### src/design/bprle_pkg.sv
`timescale 1ns / 1ps
// ----------------------------------------------------------------------------
// Byte-plane RLE encoder package
// Shared run and burst types and the constants of the run code format.
// ----------------------------------------------------------------------------
package bprle_pkg;

   // Width of a run length and of one byte.
   localparam int LEN_W  = 15;
   localparam int BYTE_W = 8;

   // Longest run that fits the short two-byte code.
   localparam logic [LEN_W-1:0] SHORT_MAX = 15'd127;

   // Marker bit on the first byte of a long run code.
   localparam logic [BYTE_W-1:0] LONG_MARK = 8'h80;

   // One closed run: its length and its byte.
   typedef struct packed {
      logic [LEN_W-1:0]  len;
      logic [BYTE_W-1:0] val;
   } run_type;

   // Everything one input word produces: one or two runs and the plane end mark.
   typedef struct packed {
      run_type first;
      logic    has_second;
      run_type second;
      logic    plane_end;
   } burst_type;

endpackage

### src/design/bprle_front.sv
`timescale 1ns / 1ps
// ----------------------------------------------------------------------------
// Byte-plane RLE front end
// Keeps the open run, accepts input words and turns each word that closes
// runs into a burst record of the runs it closes.
// ----------------------------------------------------------------------------
module bprle_front #(
   parameter int MAX_RUN = 32767
) (
   input  logic                       clock,
   input  logic                       reset,
   input  logic                       in_valid,
   input  logic [bprle_pkg::BYTE_W-1:0] in_byte,
   input  logic                       in_end,
   input  logic                       queue_full,
   output logic                       in_ready,
   output logic                       push,
   output bprle_pkg::burst_type       push_burst
);
   import bprle_pkg::*;

   localparam logic [LEN_W-1:0] MAX_LEN = LEN_W'(MAX_RUN);

   logic [BYTE_W-1:0] run_value_ff, run_value_in;
   logic [LEN_W-1:0]  run_length_ff, run_length_in;
   logic [LEN_W-1:0]  len_mid;
   logic [LEN_W-1:0]  len_inc;
   logic [BYTE_W-1:0] val_mid;
   logic              closed_valid;
   run_type           closed_run;
   logic              flush;
   logic              accept;
   burst_type         burst;

   assign in_ready = !queue_full;
   assign accept   = in_valid && !queue_full;
   assign len_inc  = run_length_ff + LEN_W'(1);

   // Classify the word against the open run.
   always_comb begin
      len_mid      = run_length_ff;
      val_mid      = run_value_ff;
      closed_valid = 1'b0;
      closed_run   = '{len: run_length_ff, val: run_value_ff};
      if (run_length_ff == '0) begin
         val_mid = in_byte;
         len_mid = LEN_W'(1);
      end else if (in_byte == run_value_ff) begin
         if (len_inc >= MAX_LEN) begin
            closed_valid = 1'b1;
            closed_run   = '{len: len_inc, val: run_value_ff};
            len_mid      = '0;
         end else begin
            len_mid = len_inc;
         end
      end else begin
         closed_valid = 1'b1;
         val_mid      = in_byte;
         len_mid      = LEN_W'(1);
      end
      flush = in_end && (len_mid != '0);
   end

   // Pack the closed and flushed runs into one burst record.
   always_comb begin
      burst            = '0;
      burst.plane_end  = in_end;
      if (closed_valid) begin
         burst.first = closed_run;
         if (flush) begin
            burst.has_second = 1'b1;
            burst.second     = '{len: len_mid, val: val_mid};
         end
      end else begin
         burst.first = '{len: len_mid, val: val_mid};
      end
      push_burst    = burst;
      push          = accept && (closed_valid || flush);
      run_value_in  = accept ? val_mid : run_value_ff;
      run_length_in = accept ? (flush ? '0 : len_mid) : run_length_ff;
   end

   // Open run state.
   always_ff @(posedge clock) begin
      if (reset) begin
         run_value_ff  <= '0;
         run_length_ff <= '0;
      end else begin
         run_value_ff  <= run_value_in;
         run_length_ff <= run_length_in;
      end
   end

endmodule

### src/design/bprle_queue.sv
`timescale 1ns / 1ps
// ----------------------------------------------------------------------------
// Byte-plane RLE burst queue
// Two-entry queue of burst records between the front end and the byte emitter.
// ----------------------------------------------------------------------------
module bprle_queue (
   input  logic                 clock,
   input  logic                 reset,
   input  logic                 push,
   input  bprle_pkg::burst_type push_burst,
   input  logic                 pop,
   output logic                 full,
   output logic                 empty,
   output bprle_pkg::burst_type head
);
   import bprle_pkg::*;

   localparam int DEPTH = 2;
   localparam int PTR_W = $clog2(DEPTH);
   localparam int CNT_W = $clog2(DEPTH + 1);

   burst_type          entry_ff [DEPTH];
   logic [PTR_W-1:0]   wr_ptr_ff, wr_ptr_in;
   logic [PTR_W-1:0]   rd_ptr_ff, rd_ptr_in;
   logic [CNT_W-1:0]   count_ff, count_in;
   logic               do_push;
   logic               do_pop;

   assign full    = (count_ff == CNT_W'(DEPTH));
   assign empty   = (count_ff == '0);
   assign head    = entry_ff[rd_ptr_ff];
   assign do_push = push && !full;
   assign do_pop  = pop && !empty;

   // Pointer and fill count updates.
   always_comb begin
      wr_ptr_in = wr_ptr_ff;
      rd_ptr_in = rd_ptr_ff;
      count_in  = count_ff;
      if (do_push) begin
         wr_ptr_in = (wr_ptr_ff == PTR_W'(DEPTH - 1)) ? '0 : wr_ptr_ff + PTR_W'(1);
      end
      if (do_pop) begin
         rd_ptr_in = (rd_ptr_ff == PTR_W'(DEPTH - 1)) ? '0 : rd_ptr_ff + PTR_W'(1);
      end
      if (do_push && !do_pop) begin
         count_in = count_ff + CNT_W'(1);
      end else if (do_pop && !do_push) begin
         count_in = count_ff - CNT_W'(1);
      end
   end

   always_ff @(posedge clock) begin
      if (reset) begin
         wr_ptr_ff <= '0;
         rd_ptr_ff <= '0;
         count_ff  <= '0;
      end else begin
         wr_ptr_ff <= wr_ptr_in;
         rd_ptr_ff <= rd_ptr_in;
         count_ff  <= count_in;
      end
   end

   // Entry storage; no reset needed for payload.
   always_ff @(posedge clock) begin
      if (do_push) begin
         entry_ff[wr_ptr_ff] <= push_burst;
      end
   end

endmodule

### src/design/bprle_back.sv
`timescale 1ns / 1ps
// ----------------------------------------------------------------------------
// Byte-plane RLE byte emitter
// Walks the burst at the head of the queue and sends its code bytes one word
// per cycle through an output register while out_ready allows.
// ----------------------------------------------------------------------------
module bprle_back (
   input  logic                         clock,
   input  logic                         reset,
   input  logic                         queue_empty,
   input  bprle_pkg::burst_type         head,
   output logic                         pop,
   output logic                         out_valid,
   input  logic                         out_ready,
   output logic [bprle_pkg::BYTE_W-1:0] out_byte,
   output logic                         out_plane_done,
   output logic                         out_last
);
   import bprle_pkg::*;

   localparam int STEP_W = 3;

   // Code byte at position pos of one run.
   function automatic logic [BYTE_W-1:0] run_byte(run_type r, logic [1:0] pos);
      logic is_long;
      logic [BYTE_W-1:0] b;
      is_long = (r.len > SHORT_MAX);
      b = r.val;
      if (is_long) begin
         case (pos)
            2'd0:    b = LONG_MARK | BYTE_W'(r.len[LEN_W-1:BYTE_W]);
            2'd1:    b = r.len[BYTE_W-1:0];
            default: b = r.val;
         endcase
      end else if (pos == 2'd0) begin
         b = r.len[BYTE_W-1:0];
      end
      return b;
   endfunction

   logic [STEP_W-1:0] step_ff, step_in;
   logic              valid_ff, valid_in;
   logic [BYTE_W-1:0] byte_ff, byte_in;
   logic              done_ff, done_in;
   logic              last_ff, last_in;
   logic [STEP_W-1:0] n0, n1, total;
   logic [STEP_W-1:0] pos;
   logic              in_second;
   logic              is_last;
   logic              load;

   // Position of the current byte inside the burst.
   always_comb begin
      n0        = (head.first.len > SHORT_MAX) ? STEP_W'(3) : STEP_W'(2);
      n1        = !head.has_second ? '0 :
                  ((head.second.len > SHORT_MAX) ? STEP_W'(3) : STEP_W'(2));
      total     = n0 + n1;
      in_second = (step_ff >= n0);
      pos       = in_second ? step_ff - n0 : step_ff;
      is_last   = (step_ff == total - STEP_W'(1));
   end

   assign load = !queue_empty && (!valid_ff || out_ready);
   assign pop  = load && is_last;

   // Output register and step counter.
   always_comb begin
      valid_in = valid_ff;
      byte_in  = byte_ff;
      done_in  = done_ff;
      last_in  = last_ff;
      step_in  = step_ff;
      if (load) begin
         valid_in = 1'b1;
         byte_in  = in_second ? run_byte(head.second, pos[1:0])
                              : run_byte(head.first, pos[1:0]);
         last_in  = is_last;
         done_in  = is_last && head.plane_end;
         step_in  = is_last ? '0 : step_ff + STEP_W'(1);
      end else if (out_ready) begin
         valid_in = 1'b0;
      end
   end

   always_ff @(posedge clock) begin
      if (reset) begin
         valid_ff <= 1'b0;
         step_ff  <= '0;
      end else begin
         valid_ff <= valid_in;
         step_ff  <= step_in;
      end
   end

   always_ff @(posedge clock) begin
      byte_ff <= byte_in;
      done_ff <= done_in;
      last_ff <= last_in;
   end

   assign out_valid      = valid_ff;
   assign out_byte       = byte_ff;
   assign out_plane_done = done_ff;
   assign out_last       = last_ff;

endmodule

### src/design/byte_plane_rle_encoder.sv
`timescale 1ns / 1ps
// ----------------------------------------------------------------------------
// Byte-plane run-length encoder
// Encodes a stream of plane bytes into runs with 15-bit lengths.
// ----------------------------------------------------------------------------
// Each input word carries one byte of a channel plane, with tlast on the
// plane's last byte. The front end takes a word in the cycle it arrives unless
// the queue is full, and records the runs it closes in a two-entry queue; the
// emitter then sends the code bytes at one word per cycle while rsp_tready
// allows. A run of up to 127 bytes is sent as [length, value], a longer one as
// [0x80 | length high, length low, value]; a run reaching MAX_RUN closes at
// once. An input word causes 0, 2, 3, 4 or 5 output words, so the sustained
// rate is set by the single-byte output port: when every byte differs from
// the last, each input word causes two output words. rsp_tlast marks the last
// code byte of a plane, rsp_tuser the last code byte caused by one input word.
// ----------------------------------------------------------------------------
module byte_plane_rle_encoder #(
   parameter int MAX_RUN = 32767
) (
   input  logic       clock,
   input  logic       reset,
   input  logic       req_tvalid,
   output logic       req_tready,
   input  logic [7:0] req_tdata,   // [7:0] data_byte
   input  logic       req_tlast,   // plane_end
   output logic       rsp_tvalid,
   input  logic       rsp_tready,
   output logic [7:0] rsp_tdata,   // [7:0] code_byte
   output logic       rsp_tlast,   // plane_done
   output logic       rsp_tuser    // [0] last_of_burst
);
   import bprle_pkg::*;

   logic      push;
   burst_type push_burst;
   logic      queue_full;
   logic      queue_empty;
   logic      pop;
   burst_type head;

   bprle_front #(
      .MAX_RUN(MAX_RUN)
   ) u_front (
      .clock      (clock),
      .reset      (reset),
      .in_valid   (req_tvalid),
      .in_byte    (req_tdata),
      .in_end     (req_tlast),
      .queue_full (queue_full),
      .in_ready   (req_tready),
      .push       (push),
      .push_burst (push_burst)
   );

   bprle_queue u_queue (
      .clock      (clock),
      .reset      (reset),
      .push       (push),
      .push_burst (push_burst),
      .pop        (pop),
      .full       (queue_full),
      .empty      (queue_empty),
      .head       (head)
   );

   bprle_back u_back (
      .clock          (clock),
      .reset          (reset),
      .queue_empty    (queue_empty),
      .head           (head),
      .pop            (pop),
      .out_valid      (rsp_tvalid),
      .out_ready      (rsp_tready),
      .out_byte       (rsp_tdata),
      .out_plane_done (rsp_tlast),
      .out_last       (rsp_tuser)
   );

endmodule
### config.mk
export PLATFORM = sky130hd
export DESIGN_NAME = byte_plane_rle_encoder
export DESIGN_NICKNAME = d
export VERILOG_FILES = /design/src/design/bprle_pkg.sv /design/src/design/bprle_front.sv /design/src/design/bprle_queue.sv /design/src/design/bprle_back.sv /design/src/design/byte_plane_rle_encoder.sv
export SDC_FILE = /design/constraint.sdc
export NUM_CORES = 1
export LEC_CHECK = 0
export BUFFER_PORTS_ARGS = -buffer_cell sky130_fd_sc_hd__buf_2
export CAP_MARGIN = 5
export CORE_MARGIN = 5
export CORE_UTILIZATION = 32
export CTS_CLUSTER_DIAMETER = 60
export DETAILED_ROUTE_END_ITERATION = 7
export PLACE_DENSITY = 0.51
export SLEW_MARGIN = 5
export SYNTH_ARGS = -nofsm -noshare
export SYNTH_HDL_FRONTEND = slang
export SYNTH_HIERARCHICAL = 1
export SYNTH_SLANG_ARGS = --single-unit
### constraint.sdc
create_clock -name clock -period 4.6 [get_ports clock]
set_input_delay 0.23 -clock clock [delete_from_list [all_inputs] [get_ports clock]]
set_output_delay 0.23 -clock clock [all_outputs]
set_load 0.02 [all_outputs]
Word-level counts from Yosys, hierarchy flattened
Memories as Yosys holds them, arrays and structs flattened. A register that Yosys moved wholly into a read port is not among the register bits.
Index checks and enable logic that the tools add are counted.
- div/mod/pow operators: 0
- bitwise logic cells: 0
- shift operators: 0
- order comparisons: 4
- reductions and logical operators: 23
- muxes and demuxes: 37
- add/subtract/negate cells: 9
- multiply operators: 0
- equal/unequal tests: 4
- operators with widths (operator ; number):
    $mux 23 ; 4
    $mux 15 ; 4
    $mux 8 ; 7
    $mux 24 ; 2
    $pmux 8 s2 ; 2
    $gt 15x7->1 const B ; 2
    $add 15x1->15 const B ; 1
    $ge 15x15->1 const B ; 1
    $logic_not 15->1 ; 1
    $reduce_bool 15->1 ; 1
    $mux 1 ; 13
    $logic_and 1x1->1 ; 10
    $eq 8x8->1 ; 1
    $mux 2 ; 3
    $mux 3 ; 2
    $logic_not 1->1 ; 5
    $logic_not 2->1 ; 2
    $reduce_bool 2->1 ; 2
    $add 3x1->3 const B ; 1
    $add 3x3->3 ; 1
    $eq 3x3->1 ; 1
    $ge 3x2->1 ; 1
    $sub 3x1->3 const B ; 1
    $add 1x1->1 const B ; 2
    other kinds (6) ; 7
- register bits after elaboration: 41
- memory bits (read-only): 0
- memories: 1
- RAM bits: 96
- bits in latches: 0
- memory list (name ; depth ; bits a word ; rd ports ; clocked after memory_dff ; write ports ; RTL line ; text):
    u_queue.entry_ff ; 2 ; 48 ; 1 ; 1 ; 1 ; bprle_queue.sv:22 ; burst_type entry_ff [DEPTH];

Logic depth before layout (Yosys ltp)
Gate-level depths: netlist of the first run.
- depth after elaboration: 14
- gate-level depth with buffers: 18
- mapped depth without buffers: 16

Cells and area by module
The synthesis of the first run kept the hierarchy.
- modules (own cells, without submodules) (module ; cells each ; times used ; area each (µm²)):
    bprle_queue ; 174 ; 1 ; 3681.0
    bprle_front ; 339 ; 1 ; 2331.0
    bprle_back ; 159 ; 1 ; 1422.6

Least setup slack after synthesis of the first run
No wires, ideal clock.
- kind: register to register
- start: reg u_front.run_length_ff[1]
- end: mem u_queue/entry_ff[0][0] (netlist name) (enable)
- buffers on the path: 3
- data required time: 4.198 ns
- library setup time: 0.402 ns
- stages on the path, launching flop included: 15
- data arrival time: 3.870 ns
- clock period less this slack: 4.272 ns
- slack: 0.328 ns
- cells stage by stage: dfxtp_1 ha_1 buf_2 and3_1 clkbuf_1 a32o_1 a32oi_1 or3_1 o21ai_1 clkbuf_1 nand2_1 a21oi_1 inv_1 or3_1 inv_1
- word-level cells in the longest chain between the ends: 12
- elaborated cells between the ends (all ways): 16
- classes of those cells: add/sub (1); order compare (1); mux (8); reduce/logical (6)
- RTL lines (what ; RTL line ; text):
    start: declaration ; bprle_front.sv:25 ; logic [LEN_W-1:0] run_length_ff, run_length_in;
    start signal: assignment ; bprle_front.sv:90 ; run_length_ff <= run_length_in;
    $add 15x1->15 ; bprle_front.sv:37 ; assign len_inc = run_length_ff + LEN_W'(1);
    $ge 15x15->1 ; bprle_front.sv:49 ; if (len_inc >= MAX_LEN) begin
    $mux 15 ; bprle_front.sv:49 ;
    $mux 15 ; bprle_front.sv:48 ; end else if (in_byte == run_value_ff) begin
    $mux 15 ; bprle_front.sv:45 ; if (run_length_ff == '0) begin
    $reduce_bool 15->1 ; bprle_front.sv:61 ; flush = in_end && (len_mid != '0);
    $logic_and 1x1->1 ; bprle_front.sv:61 ;
    $logic_or 1x1->1 * ; bprle_front.sv:78 ; push = accept && (closed_valid || flush);
    $logic_and 1x1->1 * ; bprle_front.sv:78 ;
    named net push ; byte_plane_rle_encoder.sv:34 ; logic push;
    $logic_and 1x1->1 * ; bprle_queue.sv:32 ; assign do_push = push && !full;
    $mux 1 * ; bprle_queue.sv:67 ; if (do_push) begin
    $mux 1 (not written as such) * ; bprle_queue.sv:68 ; entry_ff[wr_ptr_ff] <= push_burst;
    end: declaration ; bprle_queue.sv:22 ;
The timed path passes the listed nets; every way through them passes the cells marked *.

Final worst setup path of the first run
- start: reg u_front.run_length_ff[0]
- end: mem u_queue/entry_ff[0][23] (netlist name) (enable)
The elaborated chain is that of the path after synthesis.

==> results.yml, run 1 <==
run_status:
  status: "finished, final reports clean"
clock_network:
  cts-hold-fix-buffers: 0
  root_buffer: "clkbuf_16"
  clk_latency_ns: 0.43
  cts_buffer_depth: 2
  clk_pin_slew_worst_paths_ns: 0.06
  cts_resized: 0
  htree_levels: 4
  postCtsSetupRepairBufs: 0
  cts_buffers: 17
  cts_sinks: 138
  cts_tree: "built"
sta:
  fin_skew_ns: 0.00827
  rsz0062_at_grt: "false"
  max_slew_margin: 0.426
  fin_tns_setup_ns: 0
  final.period_utilization: 0.909
  hold-worst-slack_ns: 0.0820
  setup_viol: 0
  worst_pin_slew_ns: 0.859
  finalMaxSlewViolations: 0
  hold_violations: 0
  min_period_ns: 4.18
  clock.fmax_mhz: 239
synth:
  ys_seq_area_frac: 0.514
  yosys_warnings: 6
  ys_types: 71
  ys.flop_type: "edfxtp_1"
  yosysTopAreaCell: "edfxtp_1"
  synth-simple-area-share: 0.152
  syn_area_per_cell_um2: 11.1
  synth_edf_count: 106
  yosysMostFrequentCell: "edfxtp_1"
  synth-seq-cells: 138
  synthTopCellsByArea: "edfxtp_1, dfxtp_1, mux2_2"
  synth-xor-area-share: 0.0401
  synth_area_um2: 7430
  ys_top_cells_by_count: "edfxtp_1, nand2_1, mux2_2"
  synthArstFlopShare: 0
  yosysTopAreaCellShare: 0.428
  synthCells: 672
  synth_adder_area_share: 0.0135
  synthMuxAreaShare: 0.102
  synth_compound_area_frac: 0.119
  synth_top_family_by_area: "simple AND/OR/NAND/NOR gates"
global_route:
  grt.total_usage: 0.144
  grt_overflow: 0
  grt_pass1_wl_um: 29500
  grt_pass1_vias: 5232
  grt_max_degree: 39
  antenna_found_initial: 0
die:
  coreArea_um2: 22800
  initial_utilization: 0.326
  io-pin-count: 25
  die_w_um: 162
  dieArea_um2: 26400
  die_height_um: 162
  rows: 55
worst_setup_path:
  worst_setup_path_start_kind: "flop"
  crit_path_end_kind: "flop"
  crit_fanout: 27
  arrival_ns: 4.31
  cp.required_ns: 4.73
  critPathKind: "reg -> reg"
min_path:
  hp-class: "in -> reg"
route:
  drtIter0Drc: 375
  drc_errors: 0
  routed_wl_um: 18100
  route.vias.total: 5161
  dr.pass1.iters: 5
  ant_nets: 0
  routed_via_density: 5.10
  routedWlPerCell_um: 17.8
power_and_ir_drop:
  powerDensity_nw_per_um2: 423
  ir_drop_mv: 0.235
  p_leak_nw: 2.93
cells_and_area:
  multiInputGateArea_um2: 3220
  final_nets: 707
  num_antenna_cells: 0
  post-route-util: 0.370
  layout-drive-gt1-share: 0.207
  fillers: 2238
  final_cell_count_no_fill: 1012
  regArea_um2: 3820
  syn_to_final_growth_pct: 13.3
place:
  dpl.cell_count: 980
  routabilityCongestion: 0.862
  place_hpwl_um: 13100
  portBuffers: 24
flow_run:
  maxCapViolations: 0
==> critical path, cell delays in order (launching register included) <==
cell and delay [ns]:
dfxtp_1 0.52, ha_1 0.42, nand3_2 0.28, nor3_1 0.49, mux2i_1 0.14, and4b_1 0.21, a221oi_1 0.46, nor2_1 0.10
a21oi_1 0.18, inv_1 0.10, or3_1 0.40, inv_2 0.30, buf_12 0.24
==> layout by cell type, fill, tap and decap left out, types with 6 or more instances in the layout <==
cell / count
a221oi_1: 6
nor2b_1: 8
nand4_1: 11
nor2_1: 42
conb_1: 14
nand3_1: 10
xnor2_1: 24
xor2_1: 10
a211o_1: 6
nor3_1: 18
o21ai_0: 17
o22ai_1: 12
inv_1: 18
ha_1: 8
nor4_1: 6
clkbuf_16: 17
mux2i_1: 16
nand2_1: 78
and2_1: 12
a21oi_1: 31
dfxtp_1: 31
buf_4: 15
edfxtp_1: 106
buf_2: 24
mux2_2: 52
==> logic make-up (layout without fill, tap and decap cells) <==
kind of cell,count (synthesis),count (layout)
XOR/XNOR,34,34
multiplexers,69,69
adder cells (fa/ha/maj),8,8
buffers and inverters,80,94
flip-flops,138,138
AO/OA/AOI/OAI,121,121
other,1,14
AND/OR/NAND/NOR,221,221
==> state kept, by name, indices dropped and copies added, names as in the netlist, named ones only <==
register and flops:
u_queue/rd_ptr_ff 1, u_queue/entry_ff 96, u_back/out_plane_done 1, u_front/run_length_ff 15, u_front/run_value_ff 8, u_queue/count_ff 2, u_back/step_ff 3, u_queue/wr_ptr_ff 1
u_back/out_valid 1, u_back/out_byte 8, u_back/out_last 1
==> final timing paths <==
path	startpoint	end	slack [ns]	cells after the start
min reg2reg	u_front/run_value_ff[4]$_SDFFE_PP0P_	u_front/run_value_ff[4]$_SDFFE_PP0P_	0.49	2
max reg2reg	u_front/run_length_ff[0]$_SDFFE_PP0P_	u_queue/entry_ff[0][23]$_DFFE_PP_	0.42	12
min	req_tdata[0]	u_front/run_value_ff[0]$_SDFFE_PP0P_	0.08	3
max	u_front/run_length_ff[0]$_SDFFE_PP0P_	u_queue/entry_ff[0][23]$_DFFE_PP_	0.42	12
==> where the power goes <==
part / leakage, nW / internal (mW) / switching, mW / total, mW
Combinational: 1.38 / 0.248 / 0.376 / 0.624
Clock: 0.292 / 0.868 / 0.560 / 1.43
Sequential: 1.26 / 1.47 / 0.0443 / 1.51
Total: 2.93 / 2.59 / 0.981 / 3.57
==> final cells by class <==
class                      count  share of cell area
sequential                   138               0.454
multi-input combinational    467               0.383
clock buffer                  18              0.0509
tap                          313              0.0465
timing repair buffer          42              0.0348
clock inverter                14              0.0223
inverter                      20             0.00891
==> routing by layer <==
metal,vias to the layer above,GRT usage,share of wire
met2,103,0.224,0.46
met5,-,0,0
met3,21,0.0271,0.034
li1,2492,-,-
met1,2545,0.202,0.49
met4,0,0.0461,0.015
==> per-stage QoR <==
step | cell area (um2) | setup slack, ns | power (mW)
3_5_place_dp | 7810 | 0.447 | 2.17
3_3_place_gp | 7810 | 0.495 | 2.15
4_1_cts | 8420 | 0.437 | 3.60
5_1_grt | 8420 | 0.0504 | 3.73
2_1_floorplan | 7480 | 0.328 | 2.00
6_report | 8420 | 0.417 | 3.57
Power figures use the tool's default switching activity.
==> run 2, diff against run 1 <==
- PLACE_DENSITY: 0.51 -> 0.5
- clock period: 4.6 -> 4.2 ns (I/O delays scaled with it)
==> run 2 against run 1 <==
  * Cell count up 0.40%
  * Design area about the same
  * Register-to-register slack got worse by 0.21 ns
  * Worst setup slack got worse by 0.21 ns
  * Via count rose by 0.62%
  * Flip-flop and latch count unchanged
  * Sequential power grew 9.9%
  * Critical endpoint is now u_back/out_byte[0]$_DFFE_PP_
  * Highest routed layer unchanged
==> results.yml, run 2 (synthesis results as in run 1) <==
run_status:
  status: "finished, final reports clean"
cells_and_area:
  num_antenna_cells: 0
  layout-drive-gt1-share: 0.215
  syn_to_final_growth_pct: 13.4
  largest_reg_flops: 96
  final_nets: 711
  reg.largest.list: "u_queue/entry_ff (96), u_front/run_length_ff (15)"
  fillers: 2236
  final_cell_mix: "edfxtp_1, nand2_1, mux2_2"
  final_common_cell: "edfxtp_1"
  top_register: "u_queue/entry_ff"
  post-route-util: 0.370
route:
  routedWlPerCell_um: 18.4
  dr.pass1.iters: 5
  drtIter0Drc: 312
  drc_errors: 0
  route.vias.total: 5193
  ant_nets: 0
  routed_wl_um: 18600
  routed_via_density: 5.11
worst_setup_path:
  worst_setup_path_start_kind: "flop"
  crit_path_end_kind: "flop"
  crit_fanout: 20
  cp.required_ns: 4.37
  path_cells: "buf_4, mux2_2, nor4_1, and2_1, clkinv_1, ha_1, nand2b_1, a22oi_4, buf_12, mux2_2, o22ai_1, nor3_1"
  cpMostUsedCell: "mux2_2"
  critPathKind: "reg -> reg"
  arrival_ns: 4.16
  cp_top_family: "simple AND/OR/NAND/NOR gates"
  worst_path_largest_cell_delay_ns: 0.52
  critPathSlowestCell: "dfxtp_2"
  cp_num_buf_inv: 3
power_and_ir_drop:
  totalPowerFinal_mw: 3.82
  ir_drop_mv: 0.269
  p_leak_nw: 2.93
  powerDensity_nw_per_um2: 454
die:
  io-pin-count: 25
  coreArea_um2: 22800
  dieArea_um2: 26400
  rows: 55
  die_height_um: 162
  die_w_um: 162
  initial_utilization: 0.326
sta:
  final.period_utilization: 0.950
  max_slew_margin: 0.507
  worst_pin_slew_ns: 0.737
  hold-worst-slack_ns: 0.0667
  rsz0062_at_grt: "false"
  fin_tns_setup_ns: 0
  hold_violations: 0
  setup_viol: 0
  fin_skew_ns: 0.0106
  finalMaxSlewViolations: 0
  min_period_ns: 3.99
  clock.fmax_mhz: 251
clock_network:
  htree_levels: 4
  cts_tree: "built"
  cts_sinks: 138
  cts_resized: 0
  clk_latency_ns: 0.43
  clk_pin_slew_worst_paths_ns: 0.06
  postCtsSetupRepairBufs: 0
  cts_buffers: 17
  root_buffer: "clkbuf_16"
  cts_buffer_depth: 2
  cts-hold-fix-buffers: 0
global_route:
  grt_pass1_vias: 5180
  grt_overflow: 0
  grt_pass1_wl_um: 29800
  grt_max_degree: 31
  antenna_found_initial: 0
  grt.total_usage: 0.147
flow_run:
  maxCapViolations: 0
place:
  routabilityCongestion: 0.905
  portBuffers: 24
  place_hpwl_um: 13400
min_path:
  hp-class: "in -> reg"
-- run 2: worst register-to-register path: stages (launching register included) --
cell	delay (ns)
dfxtp_2	0.52
buf_4	0.27
mux2_2	0.37
nor4_1	0.31
and2_1	0.25
clkinv_1	0.11
ha_1	0.48
nand2b_1	0.15
a22oi_4	0.47
buf_12	0.23
mux2_2	0.35
o22ai_1	0.15
nor3_1	0.08
-- run 2: worst paths after layout --
kind | to | startpoint | slack (ns) | depth (start not counted)
worst min register to register | u_front/run_value_ff[3]$_SDFFE_PP0P_ | u_front/run_value_ff[3]$_SDFFE_PP0P_ | 0.49 | 2
worst max register to register | u_back/out_byte[0]$_DFFE_PP_ | flop | 0.21 | 12
worst min-delay path | u_front/run_value_ff[7]$_SDFFE_PP0P_ | req_tdata[7] | 0.07 | 3
worst max-delay path | u_back/out_byte[0]$_DFFE_PP_ | flop | 0.21 | 12
-- run 2: per-layer routing --
metal	part of all wire	global-route usage	routed length (um)
met5	0	0	0
met4	0.014	0.0531	267
met3	0.055	0.0332	1030
met2	0.47	0.234	8830
met1	0.46	0.196	8510
-- run 2: layout make-up --
| class | count | area, um2 | area share |
|---|---|---|---|
| Multi-Input combinational cell | 467 | 3230 | 0.383 |
| Sequential cell | 138 | 3830 | 0.454 |
| Clock buffer | 17 | 425 | 0.0505 |
| Clock inverter | 15 | 148 | 0.0175 |
| Timing Repair Buffer | 46 | 335 | 0.0398 |
| Inverter | 20 | 78.8 | 0.00935 |
| Tap cell | 313 | 392 | 0.0465 |
-- run 2: per-stage QoR --
step | worst slack [ns] | area (um2) | std cells
after floorplan | 0.342 | 7490 | 685
after global placement | 0.315 | 7850 | 984
after detailed placement | 0.191 | 7850 | 984
after CTS | 0.171 | 8430 | 1016
after global routing | 0.00514 | 8430 | 1016
final | 0.208 | 8430 | 1016
-- run 2: where the power goes --
group,internal (mW),total [mW],switching [mW]
clock,0.872,1.47,0.601
combinational,0.277,0.690,0.413
sequential,1.61,1.66,0.0510
total,2.76,3.82,1.06
